### config.mk
export PLATFORM = sky130hd
export DESIGN_NAME = edge_bounded_column_gate_core_flat
export DESIGN_NICKNAME = d
export VERILOG_FILES = /design/src/ebcg_pkg.sv /design/src/ebcg_channels.sv /design/src/ebcg_ram.sv /design/src/ebcg_tracker.sv /design/src/ebcg_seq.sv /design/src/edge_bounded_column_gate_core.sv /design/src/flat_wrapper.sv
export SDC_FILE = /design/constraint.sdc
export NUM_CORES = 1
export LEC_CHECK = 0
export ABC_AREA = 1
export BUFFER_PORTS_ARGS = -buffer_cell sky130_fd_sc_hd__buf_4
export CAP_MARGIN = 15
export CORE_MARGIN = 2
export CORE_UTILIZATION = 28
export CTS_BUF_LIST = sky130_fd_sc_hd__clkbuf_2
export CTS_CLUSTER_SIZE = 25
export DETAILED_ROUTE_END_ITERATION = 12
export PLACE_DENSITY = 0.39
export SLEW_MARGIN = 20
export SYNTH_ARGS = -nofsm -noshare
export SYNTH_HDL_FRONTEND = slang
export SYNTH_SLANG_ARGS = --single-unit
### constraint.sdc
create_clock -name clock -period 5.5 [get_ports clock]
set_input_delay 0.275 -clock clock [delete_from_list [all_inputs] [get_ports clock]]
set_output_delay 0.275 -clock clock [all_outputs]
set_load 0.005 [all_outputs]
### src/ebcg_pkg.sv
// shared constants, types and helpers for the edge-bounded column gate
// no dependencies; every other file of the block but ebcg_ram depends on this package
package ebcg_pkg;

   localparam int RUN_DEPTH  = 64;
   localparam int PTR_W      = $clog2(RUN_DEPTH);
   localparam int RUN_W      = $clog2(RUN_DEPTH + 1);
   localparam int SUM_W      = RUN_W + 1;
   localparam int ROW_W      = 12;
   localparam int PIX_W      = 8;
   localparam int CFG_RUN_W  = 6;
   localparam int HEIGHT_W   = 13;
   localparam int CSR_IDX_W  = 2;
   localparam int CSR_DATA_W = 13;

   localparam logic [CSR_IDX_W-1:0] CSR_MIN_RUN      = 2'd0;
   localparam logic [CSR_IDX_W-1:0] CSR_MAX_RUN      = 2'd1;
   localparam logic [CSR_IDX_W-1:0] CSR_IMAGE_HEIGHT = 2'd2;

   localparam logic [CFG_RUN_W-1:0] MIN_RUN_RESET = 6'd0;
   localparam logic [CFG_RUN_W-1:0] MAX_RUN_RESET = 6'd63;
   localparam logic [HEIGHT_W-1:0]  HEIGHT_RESET  = 13'd480;
   localparam logic [HEIGHT_W-1:0]  HEIGHT_LIMIT  = 13'd4096;

   localparam logic [RUN_W-1:0] RUN_SAT  = RUN_W'(RUN_DEPTH);
   localparam logic [PTR_W-1:0] PTR_LAST = PTR_W'(RUN_DEPTH - 1);

   typedef struct packed {
      logic [CFG_RUN_W-1:0] min_run;
      logic [CFG_RUN_W-1:0] max_run;
      logic [HEIGHT_W-1:0]  image_height;
   } ebcg_cfg_type;

   // what the position tracker knows about the pixel now at the input
   typedef struct packed {
      logic [ROW_W-1:0] row;
      logic [ROW_W-1:0] column;
      logic [PTR_W-1:0] ptr;
      logic             copy;
      logic [PTR_W-1:0] start_ptr;
      logic [ROW_W-1:0] start_row;
      logic [RUN_W-1:0] run;
   } ebcg_item_type;

   function automatic logic [PTR_W-1:0] ptr_step(input logic [PTR_W-1:0] ptr);
      logic [PTR_W-1:0] res;
      if (ptr == PTR_LAST) begin
         res = '0;
      end else begin
         res = ptr + 1'b1;
      end
      return res;
   endfunction

endpackage

### src/ebcg_channels.sv
// valid/ready channel interfaces for pixel beats in and write beats out
// depends on ebcg_pkg for field widths
interface ebcg_req_if;
   logic                          valid;
   logic                          ready;
   logic                          edge_flag;
   logic [ebcg_pkg::PIX_W-1:0]    raw_pixel;

   modport source (output valid, output edge_flag, output raw_pixel, input ready);
   modport sink   (input valid, input edge_flag, input raw_pixel, output ready);
endinterface

interface ebcg_rsp_if;
   logic                          valid;
   logic                          ready;
   logic [ebcg_pkg::ROW_W-1:0]    write_row;
   logic [ebcg_pkg::ROW_W-1:0]    write_column;
   logic [ebcg_pkg::PIX_W-1:0]    write_value;
   logic                          last_write;

   modport source (output valid, output write_row, output write_column,
                   output write_value, output last_write, input ready);
   modport sink   (input valid, input write_row, input write_column,
                   input write_value, input last_write, output ready);
endinterface

### src/ebcg_ram.sv
// generic single-write, single-read ram with registered read data
// no dependencies
module ebcg_ram #(
   parameter int WIDTH = 8,
   parameter int DEPTH = 64
) (
   input  logic                     clock,
   input  logic                     wr_en,
   input  logic [$clog2(DEPTH)-1:0] wr_addr,
   input  logic [WIDTH-1:0]         wr_data,
   input  logic                     rd_en,
   input  logic [$clog2(DEPTH)-1:0] rd_addr,
   output logic [WIDTH-1:0]         rd_data
);

   logic [WIDTH-1:0] mem_ff [DEPTH];
   logic [WIDTH-1:0] rd_data_ff;

   always_ff @(posedge clock) begin
      if (wr_en) begin
         mem_ff[wr_addr] <= wr_data;
      end
      if (rd_en) begin
         rd_data_ff <= mem_ff[rd_addr];
      end
   end

   assign rd_data = rd_data_ff;

endmodule

### src/ebcg_tracker.sv
// row, column and run-length tracking, copy-back decision per pixel
// depends on ebcg_pkg
module ebcg_tracker (
   input  logic                   clock,
   input  logic                   reset,
   input  ebcg_pkg::ebcg_cfg_type cfg,
   input  logic                   accept,
   input  logic                   edge_flag,
   output ebcg_pkg::ebcg_item_type item
);
   import ebcg_pkg::*;

   logic [ROW_W-1:0] row_ff, row_in;
   logic [ROW_W-1:0] col_ff, col_in;
   logic [RUN_W-1:0] run_ff, run_in;
   logic             counting_ff, counting_in;
   logic [PTR_W-1:0] ptr_ff, ptr_in;

   logic [ROW_W-1:0]    run_x;
   logic [ROW_W-1:0]    min_x;
   logic [ROW_W-1:0]    max_x;
   logic [SUM_W-1:0]    ptr_s;
   logic [SUM_W-1:0]    run_s;
   logic [RUN_W-1:0]    run_a;
   logic [HEIGHT_W-1:0] height_eff;
   logic [HEIGHT_W-1:0] row_p1;
   logic                col_end;

   always_comb begin
      run_x = ROW_W'(run_ff);
      min_x = ROW_W'(cfg.min_run);
      max_x = ROW_W'(cfg.max_run);
      ptr_s = SUM_W'(ptr_ff);
      run_s = SUM_W'(run_ff);

      item.row       = row_ff;
      item.column    = col_ff;
      item.ptr       = ptr_ff;
      item.run       = run_ff;
      item.start_row = row_ff - run_x;
      item.copy      = (run_x >= min_x) && (run_x <= max_x) &&
                       (run_x < ROW_W'(RUN_DEPTH)) && (run_x <= row_ff);
      // buffer slot of the previous edge row, wrapping round the ring
      if (ptr_s >= run_s) begin
         item.start_ptr = PTR_W'(ptr_s - run_s);
      end else begin
         item.start_ptr = PTR_W'(ptr_s + SUM_W'(RUN_DEPTH) - run_s);
      end
   end

   always_comb begin
      counting_in = counting_ff | edge_flag;
      run_a       = edge_flag ? '0 : run_ff;
      if (counting_in && (run_a < RUN_SAT)) begin
         run_in = run_a + 1'b1;
      end else begin
         run_in = run_a;
      end

      height_eff = (cfg.image_height > HEIGHT_LIMIT) ? HEIGHT_LIMIT : cfg.image_height;
      row_p1     = HEIGHT_W'(row_ff) + 1'b1;
      col_end    = (row_p1 >= height_eff);

      if (col_end) begin
         row_in      = '0;
         col_in      = col_ff + 1'b1;
         run_in      = '0;
         counting_in = 1'b0;
         ptr_in      = '0;
      end else begin
         row_in = row_p1[ROW_W-1:0];
         col_in = col_ff;
         ptr_in = ptr_step(ptr_ff);
      end
   end

   always_ff @(posedge clock) begin
      if (reset) begin
         row_ff      <= '0;
         col_ff      <= '0;
         run_ff      <= '0;
         counting_ff <= 1'b0;
         ptr_ff      <= '0;
      end else if (accept) begin
         row_ff      <= row_in;
         col_ff      <= col_in;
         run_ff      <= run_in;
         counting_ff <= counting_in;
         ptr_ff      <= ptr_in;
      end
   end

endmodule

### src/ebcg_seq.sv
// sequencer that steps through the copy-back rows one buffer read at a time
// and holds the outgoing write beat; depends on ebcg_pkg and ebcg_rsp_if
module ebcg_seq (
   input  logic                    clock,
   input  logic                    reset,
   input  logic                    accept,
   input  logic                    edge_flag,
   input  logic [ebcg_pkg::PIX_W-1:0] raw_pixel,
   input  ebcg_pkg::ebcg_item_type item,
   output logic                    idle,
   output logic                    rd_en,
   output logic [ebcg_pkg::PTR_W-1:0] rd_addr,
   input  logic [ebcg_pkg::PIX_W-1:0] rd_data,
   ebcg_rsp_if.source              rsp_chan
);
   import ebcg_pkg::*;

   localparam logic [1:0] S_IDLE = 2'd0;
   localparam logic [1:0] S_READ = 2'd1;
   localparam logic [1:0] S_EMIT = 2'd2;
   localparam logic [1:0] S_LAST = 2'd3;

   logic [1:0]       state_ff, state_in;
   logic [ROW_W-1:0] cur_row_ff, cur_row_in;
   logic [ROW_W-1:0] col_ff, col_in;
   logic [PIX_W-1:0] last_val_ff, last_val_in;
   logic [PTR_W-1:0] rd_ptr_ff, rd_ptr_in;
   logic [ROW_W-1:0] rd_row_ff, rd_row_in;
   logic [RUN_W-1:0] remain_ff, remain_in;
   logic             out_valid_ff, out_valid_in;
   logic [ROW_W-1:0] out_row_ff, out_row_in;
   logic [ROW_W-1:0] out_col_ff, out_col_in;
   logic [PIX_W-1:0] out_val_ff, out_val_in;
   logic             out_last_ff, out_last_in;
   logic             slot_free;

   assign slot_free = !out_valid_ff || rsp_chan.ready;
   assign idle      = (state_ff == S_IDLE);
   assign rd_en     = (state_ff == S_READ);
   assign rd_addr   = rd_ptr_ff;

   always_comb begin
      state_in     = state_ff;
      cur_row_in   = cur_row_ff;
      col_in       = col_ff;
      last_val_in  = last_val_ff;
      rd_ptr_in    = rd_ptr_ff;
      rd_row_in    = rd_row_ff;
      remain_in    = remain_ff;
      out_valid_in = out_valid_ff && !rsp_chan.ready;
      out_row_in   = out_row_ff;
      out_col_in   = out_col_ff;
      out_val_in   = out_val_ff;
      out_last_in  = out_last_ff;

      unique case (state_ff)
         S_IDLE: begin
            if (accept) begin
               cur_row_in = item.row;
               col_in     = item.column;
               if (!edge_flag) begin
                  last_val_in = '0;
                  state_in    = S_LAST;
               end else if (item.copy) begin
                  // current row comes straight from the beat, older rows from the buffer
                  last_val_in = raw_pixel;
                  rd_ptr_in   = item.start_ptr;
                  rd_row_in   = item.start_row;
                  remain_in   = item.run;
                  state_in    = (item.run == '0) ? S_LAST : S_READ;
               end
            end
         end
         S_READ: begin
            state_in = S_EMIT;
         end
         S_EMIT: begin
            if (slot_free) begin
               out_valid_in = 1'b1;
               out_row_in   = rd_row_ff;
               out_col_in   = col_ff;
               out_val_in   = rd_data;
               out_last_in  = 1'b0;
               rd_row_in    = rd_row_ff + 1'b1;
               rd_ptr_in    = ptr_step(rd_ptr_ff);
               remain_in    = remain_ff - 1'b1;
               state_in     = (remain_ff == RUN_W'(1)) ? S_LAST : S_READ;
            end
         end
         S_LAST: begin
            if (slot_free) begin
               out_valid_in = 1'b1;
               out_row_in   = cur_row_ff;
               out_col_in   = col_ff;
               out_val_in   = last_val_ff;
               out_last_in  = 1'b1;
               state_in     = S_IDLE;
            end
         end
         default: begin
            state_in = S_IDLE;
         end
      endcase
   end

   always_ff @(posedge clock) begin
      if (reset) begin
         state_ff     <= S_IDLE;
         out_valid_ff <= 1'b0;
      end else begin
         state_ff     <= state_in;
         out_valid_ff <= out_valid_in;
      end
   end

   always_ff @(posedge clock) begin
      cur_row_ff  <= cur_row_in;
      col_ff      <= col_in;
      last_val_ff <= last_val_in;
      rd_ptr_ff   <= rd_ptr_in;
      rd_row_ff   <= rd_row_in;
      remain_ff   <= remain_in;
      out_row_ff  <= out_row_in;
      out_col_ff  <= out_col_in;
      out_val_ff  <= out_val_in;
      out_last_ff <= out_last_in;
   end

   assign rsp_chan.valid        = out_valid_ff;
   assign rsp_chan.write_row    = out_row_ff;
   assign rsp_chan.write_column = out_col_ff;
   assign rsp_chan.write_value  = out_val_ff;
   assign rsp_chan.last_write   = out_last_ff;

endmodule

### src/edge_bounded_column_gate_core.sv
// a non-edge pixel beat gives one write beat, from S_LAST; an edge copied back over
// distance d gives d + 1 write beats, paced by the single read port of the column
// buffer (one read, then one write beat, per older row, then the final beat);
// an edge that is not copied gives no write beat. one pixel in flight at a time.
// reset (synchronous, active high) clears position, run length and config to defaults;
// the column buffer is not cleared and needs no clearing pass.
module edge_bounded_column_gate_core (
   input  logic                           clock,
   input  logic                           reset,
   ebcg_req_if.sink                       req_chan,
   ebcg_rsp_if.source                     rsp_chan,
   input  logic                           csr_write_enable,
   input  logic [ebcg_pkg::CSR_IDX_W-1:0]  csr_index,
   input  logic [ebcg_pkg::CSR_DATA_W-1:0] csr_write_data
);
   import ebcg_pkg::*;

   logic [CFG_RUN_W-1:0] min_run_ff;
   logic [CFG_RUN_W-1:0] max_run_ff;
   logic [HEIGHT_W-1:0]  height_ff;

   ebcg_cfg_type  cfg;
   ebcg_item_type item;
   logic          accept;
   logic          idle;
   logic          rd_en;
   logic [PTR_W-1:0] rd_addr;
   logic [PIX_W-1:0] rd_data;

   always_ff @(posedge clock) begin
      if (reset) begin
         min_run_ff <= MIN_RUN_RESET;
         max_run_ff <= MAX_RUN_RESET;
         height_ff  <= HEIGHT_RESET;
      end else if (csr_write_enable) begin
         unique case (csr_index)
            CSR_MIN_RUN:      min_run_ff <= csr_write_data[CFG_RUN_W-1:0];
            CSR_MAX_RUN:      max_run_ff <= csr_write_data[CFG_RUN_W-1:0];
            CSR_IMAGE_HEIGHT: height_ff  <= csr_write_data[HEIGHT_W-1:0];
            default: begin
            end
         endcase
      end
   end

   assign cfg.min_run      = min_run_ff;
   assign cfg.max_run      = max_run_ff;
   assign cfg.image_height = height_ff;

   assign req_chan.ready = idle;
   assign accept         = req_chan.valid && idle;

   ebcg_tracker u_tracker (
      .clock     (clock),
      .reset     (reset),
      .cfg       (cfg),
      .accept    (accept),
      .edge_flag (req_chan.edge_flag),
      .item      (item)
   );

   ebcg_ram #(
      .WIDTH (PIX_W),
      .DEPTH (RUN_DEPTH)
   ) u_column_buf (
      .clock   (clock),
      .wr_en   (accept),
      .wr_addr (item.ptr),
      .wr_data (req_chan.raw_pixel),
      .rd_en   (rd_en),
      .rd_addr (rd_addr),
      .rd_data (rd_data)
   );

   ebcg_seq u_seq (
      .clock     (clock),
      .reset     (reset),
      .accept    (accept),
      .edge_flag (req_chan.edge_flag),
      .raw_pixel (req_chan.raw_pixel),
      .item      (item),
      .idle      (idle),
      .rd_en     (rd_en),
      .rd_addr   (rd_addr),
      .rd_data   (rd_data),
      .rsp_chan  (rsp_chan)
   );

endmodule

### src/flat_wrapper.sv
// flat-port wrapper written by rule: the top's interface ports become plain ports
module edge_bounded_column_gate_core_flat import ebcg_pkg::*;
  (clock, reset, csr_write_enable, csr_index, csr_write_data, req_chan_valid, req_chan_edge_flag, req_chan_raw_pixel, req_chan_ready, rsp_chan_valid, rsp_chan_write_row, rsp_chan_write_column, rsp_chan_write_value, rsp_chan_last_write, rsp_chan_ready);
  ebcg_req_if req_chan_i ();
  ebcg_rsp_if rsp_chan_i ();
  input  logic clock;
  input  logic reset;
  input  logic csr_write_enable;
  input  logic [ebcg_pkg::CSR_IDX_W-1:0] csr_index;
  input  logic [ebcg_pkg::CSR_DATA_W-1:0] csr_write_data;
  input wire logic [$bits(req_chan_i.valid)-1:0] req_chan_valid;
  input wire logic [$bits(req_chan_i.edge_flag)-1:0] req_chan_edge_flag;
  input wire logic [$bits(req_chan_i.raw_pixel)-1:0] req_chan_raw_pixel;
  output wire logic [$bits(req_chan_i.ready)-1:0] req_chan_ready;
  output wire logic [$bits(rsp_chan_i.valid)-1:0] rsp_chan_valid;
  output wire logic [$bits(rsp_chan_i.write_row)-1:0] rsp_chan_write_row;
  output wire logic [$bits(rsp_chan_i.write_column)-1:0] rsp_chan_write_column;
  output wire logic [$bits(rsp_chan_i.write_value)-1:0] rsp_chan_write_value;
  output wire logic [$bits(rsp_chan_i.last_write)-1:0] rsp_chan_last_write;
  input wire logic [$bits(rsp_chan_i.ready)-1:0] rsp_chan_ready;
  assign req_chan_i.valid = req_chan_valid;
  assign req_chan_i.edge_flag = req_chan_edge_flag;
  assign req_chan_i.raw_pixel = req_chan_raw_pixel;
  assign req_chan_ready = req_chan_i.ready;
  assign rsp_chan_valid = rsp_chan_i.valid;
  assign rsp_chan_write_row = rsp_chan_i.write_row;
  assign rsp_chan_write_column = rsp_chan_i.write_column;
  assign rsp_chan_write_value = rsp_chan_i.write_value;
  assign rsp_chan_last_write = rsp_chan_i.last_write;
  assign rsp_chan_i.ready = rsp_chan_ready;
  edge_bounded_column_gate_core u_core (.clock(clock), .reset(reset), .req_chan(req_chan_i), .rsp_chan(rsp_chan_i), .csr_write_enable(csr_write_enable), .csr_index(csr_index), .csr_write_data(csr_write_data));
endmodule
==> metrics.md <==
| Metric | Value |
|---|---|
| Status | `complete, no violations` |
| Library cells used by synthesis | `42` |
| Final hold vios | `0` |
| Worst Path Arrival | `about 4.6 ns` |
| Post-Syn Area | `0.0289 mm²` |
| Synth async-reset ratio | `0` |
| Tot Pwr | `14.7 mW` |
| Routed wire per std cell | `20.0 µm` |
| Layout area overhead | `15.5%` |
| Slew @ Worst Pin | `1.12 ns` |
| Die width | `325 µm` |
| Final wirelength | `86000 µm` |
| Critical path's slowest cell | `dfxtp_1` |
| Top cell by count, worst path | `nand2_1` |
| Warnings, synthesis | `0` |
| Pleak | `12.2 nW` |
| Seq/Total Area, Yosys | `0.680` |
| Initial antenna violation count | `1` |
| DRT iter0 DRCs | `1474` |
| Row count | `117` |
| PortBufs | `63` |
| Peak supply drop | `about 0.46 mV` |
| Synthesis-stage register bit count | `676` |
| Setup crit start kind | `flip-flop` |
| Top reg by flops | `u_core.u_column_buf.mem_ff` |
| Worst Clk Skew | `0.138 ns` |
| Crit path cell chain | `ha_1, nand2_1, inv_1, nand4_1, nor2_1, nand4_1, xnor2_1, ha_1, a21oi_1, o21ai_0, a21oi_1, nand3_2, nand2_2, nand2_1, nand2_1, o21a_1` |
| CORE AREA | `~0.10 mm²` |
| Tmin final | `3.31 ns` |
| CP Capture Type | `flip-flop` |
| Min-delay src | `csr_write_data[12]` |
| Vias in the first global route | `between 20000 and 25000` |
| CTS tree | `built` |
| Top_reg_cell synth | `edfxtp_1` |
| R2R Path Start | `u_core.u_tracker.row_ff[0]$_SDFFE_PP0P_` |
| Critical path class | `flip-flop to flip-flop` |
| DIE HEIGHT | `325 µm` |
| DRC Markers | `0` |
| Top cells by area, synth | `edfxtp_1 (63%), nand2_1 (7.2%), dfxtp_1 (4.6%), nor2_1 (4.6%), o21ai_0 (4.3%)` |
| Crit path from | `u_core.u_tracker.row_ff[0]$_SDFFE_PP0P_` |
| CP Buf/Inv Count | `1` |
| Worst slew margin | `0.255` |
| FF/Latch Area | `0.0196 mm²` |
| Share of layout cells above drive strength 1 | `0.133` |
| Syn Inst Count | `2563` |
| Post-DP HPWL | `48600 µm` |
| Post-synth EDFFs | `610` |
| RSZ-0062 raised after global routing | `false` |
| Data required, critical path | `6.81 ns` |
| Max-cap viol count | `0` |
| Max FO, Critical Path | `14` |
| Total of fill cells in the finished design | `10400` |
| Max reg flops | `512` |
| Endpoints failing setup | `0` |
| Commonest cells post-synth | `edfxtp_1 (610), nand2_1 (557), nor2_1 (351), o21ai_0 (246), a21oi_1 (130)` |
| GR Util All Layers | `0.162` |
| WHS | `approximately 0.32 ns` |
| Gp weighted congestion | `0.781` |
| Tcrit/Tclk final | `0.602` |
| Htree depth | `4` |
| Pin count of the biggest net entering global routing | `between 100 and 150` |
| Pwr per Cell Area | `442 mW/mm²` |
| Max stage delay on crit path | `0.44 ns` |
| DR vias/cell | `about 4.7` |
| Worst-skew pair later-pin latency | `1.46 ns` |
| First-pass GRT wire length | `128000 µm` |
| Multi-input logic area | `0.00809 mm²` |
| Starting Density | `0.283` |
| Gr ovfl total | `0` |
| Clock tree root driver cell | `clkbuf_2` |
| Biggest regs | `u_core.u_column_buf.mem_ff (512), u_core.height_ff (13)` |
| Inserted Clock Buffers | `~180` |
| Synth Net Count | `2639` |
| Hold WC Path Type | `primary input to flip-flop` |
| Area leader, netlist | `edfxtp_1` |
| Share of the synthesized area in the top cell type | `0.635` |
| Max clock buf depth | `3` |
| Post-route ant nets | `0` |
| CP delay by family, top | `simple AND/OR/NAND/NOR gates` |
| FMAX | `a little over 300 MHz` |
| Drt pass-1 iters | `5` |
| Most frequent cell after synthesis | `edfxtp_1` |
| CTS clk-pin slew, worst paths | `roughly 0.09 ns` |
| Setup TNS | `0 ns` |
| Final Net Count | `2883` |
| Synth Area per Inst | `11.3 µm²` |
| Post-CTS Setup Bufs | `0` |
| Io pins | `64` |
| Die ar. | `0.106 mm²` |
| Clock sink count | `roughly 680` |
| Max Slew Vio Count | `0` |
| Vias post-DR | `20100` |
final cells by class:
cell class                 count  share of cell area
clock inverter                51             0.00871
timing repair buffer         182              0.0537
inverter                     122              0.0139
multi-input combinational   1641               0.243
tap                         1368              0.0514
antenna                        2            0.000150
sequential                   676               0.589
clock buffer                 267              0.0401
cells by family after synthesis:
family	count (synthesis)	share of synthesized area
AO/OA/AOI/OAI	474	0.0866
multiplexers	65	0.0225
XOR/XNOR	34	0.0103
buffers and inverters	246	0.0398
flip-flops	676	0.680
adder cells (fa/ha/maj)	47	0.0209
AND/OR/NAND/NOR	1021	0.139
metrics by stage:
stage / instances / util / cell area, µm² / worst slack [ns]
final: 4309 / 0.327 / 33300 / 2.19
after global routing: 4308 / 0.327 / 33300 / 1.82
after CTS: 4307 / 0.327 / 33300 / 2.16
after detailed placement: 3886 / 0.299 / 30500 / 2.21
after global placement: 3886 / 0.299 / 30500 / 2.20
after floorplan: 2563 / - / 28900 / 2.82
worst paths after layout:
path | endpoint | slack (ns) | depth (start not counted)
max | u_core.u_tracker.col_ff[8]$_SDFFE_PP0P_ | 2.19 | 16
min | u_core.height_ff[12]$_SDFFE_PP0P_ | 0.32 | 5
max reg2reg | u_core.u_tracker.col_ff[8]$_SDFFE_PP0P_ | 2.19 | 16
min reg2reg | u_core.u_seq.rsp_chan.write_column[7]$_DFFE_PP_ | 0.40 | 0
where the power goes:
group	internal [mW]	switching [mW]	leakage, nW
registers	6.09	0.216	6.08
clock network	1.40	2.13	1.24
logic	1.41	3.48	4.89
repair_timing:
item                                   CTS  global route
hold buffers                           103             0
gates resized for setup                  0             0
endpoints found under the hold margin  676             0
routing by layer:
layer | vias up | GRT usage | wire length (µm)
li1 | 9569 | - | -
met1 | 9839 | 0.213 | 38600
met2 | 530 | 0.258 | 39800
met3 | 157 | 0.0393 | 5210
met4 | 0 | 0.0643 | 2430
met5 | - | 0 | 0
worst min-delay path: cells and delay by family:
kind	cells	cell delay (ns)
buffers and inverters	3	1.16
AOI/OAI and AO/OA	2	0.21
cells in the final DEF, fill, tap and decap left out, drive strengths merged, types with 65 or more instances in the layout:
master,count
a21oi,130
buf,87
clkbuf,267
dfxtp,66
dlygate4sd3,95
edfxtp,610
inv,125
mux2i,65
nand2,558
nand3,71
nor2,353
o21ai,258
o22ai,71
Power figures use the tool's default switching activity.
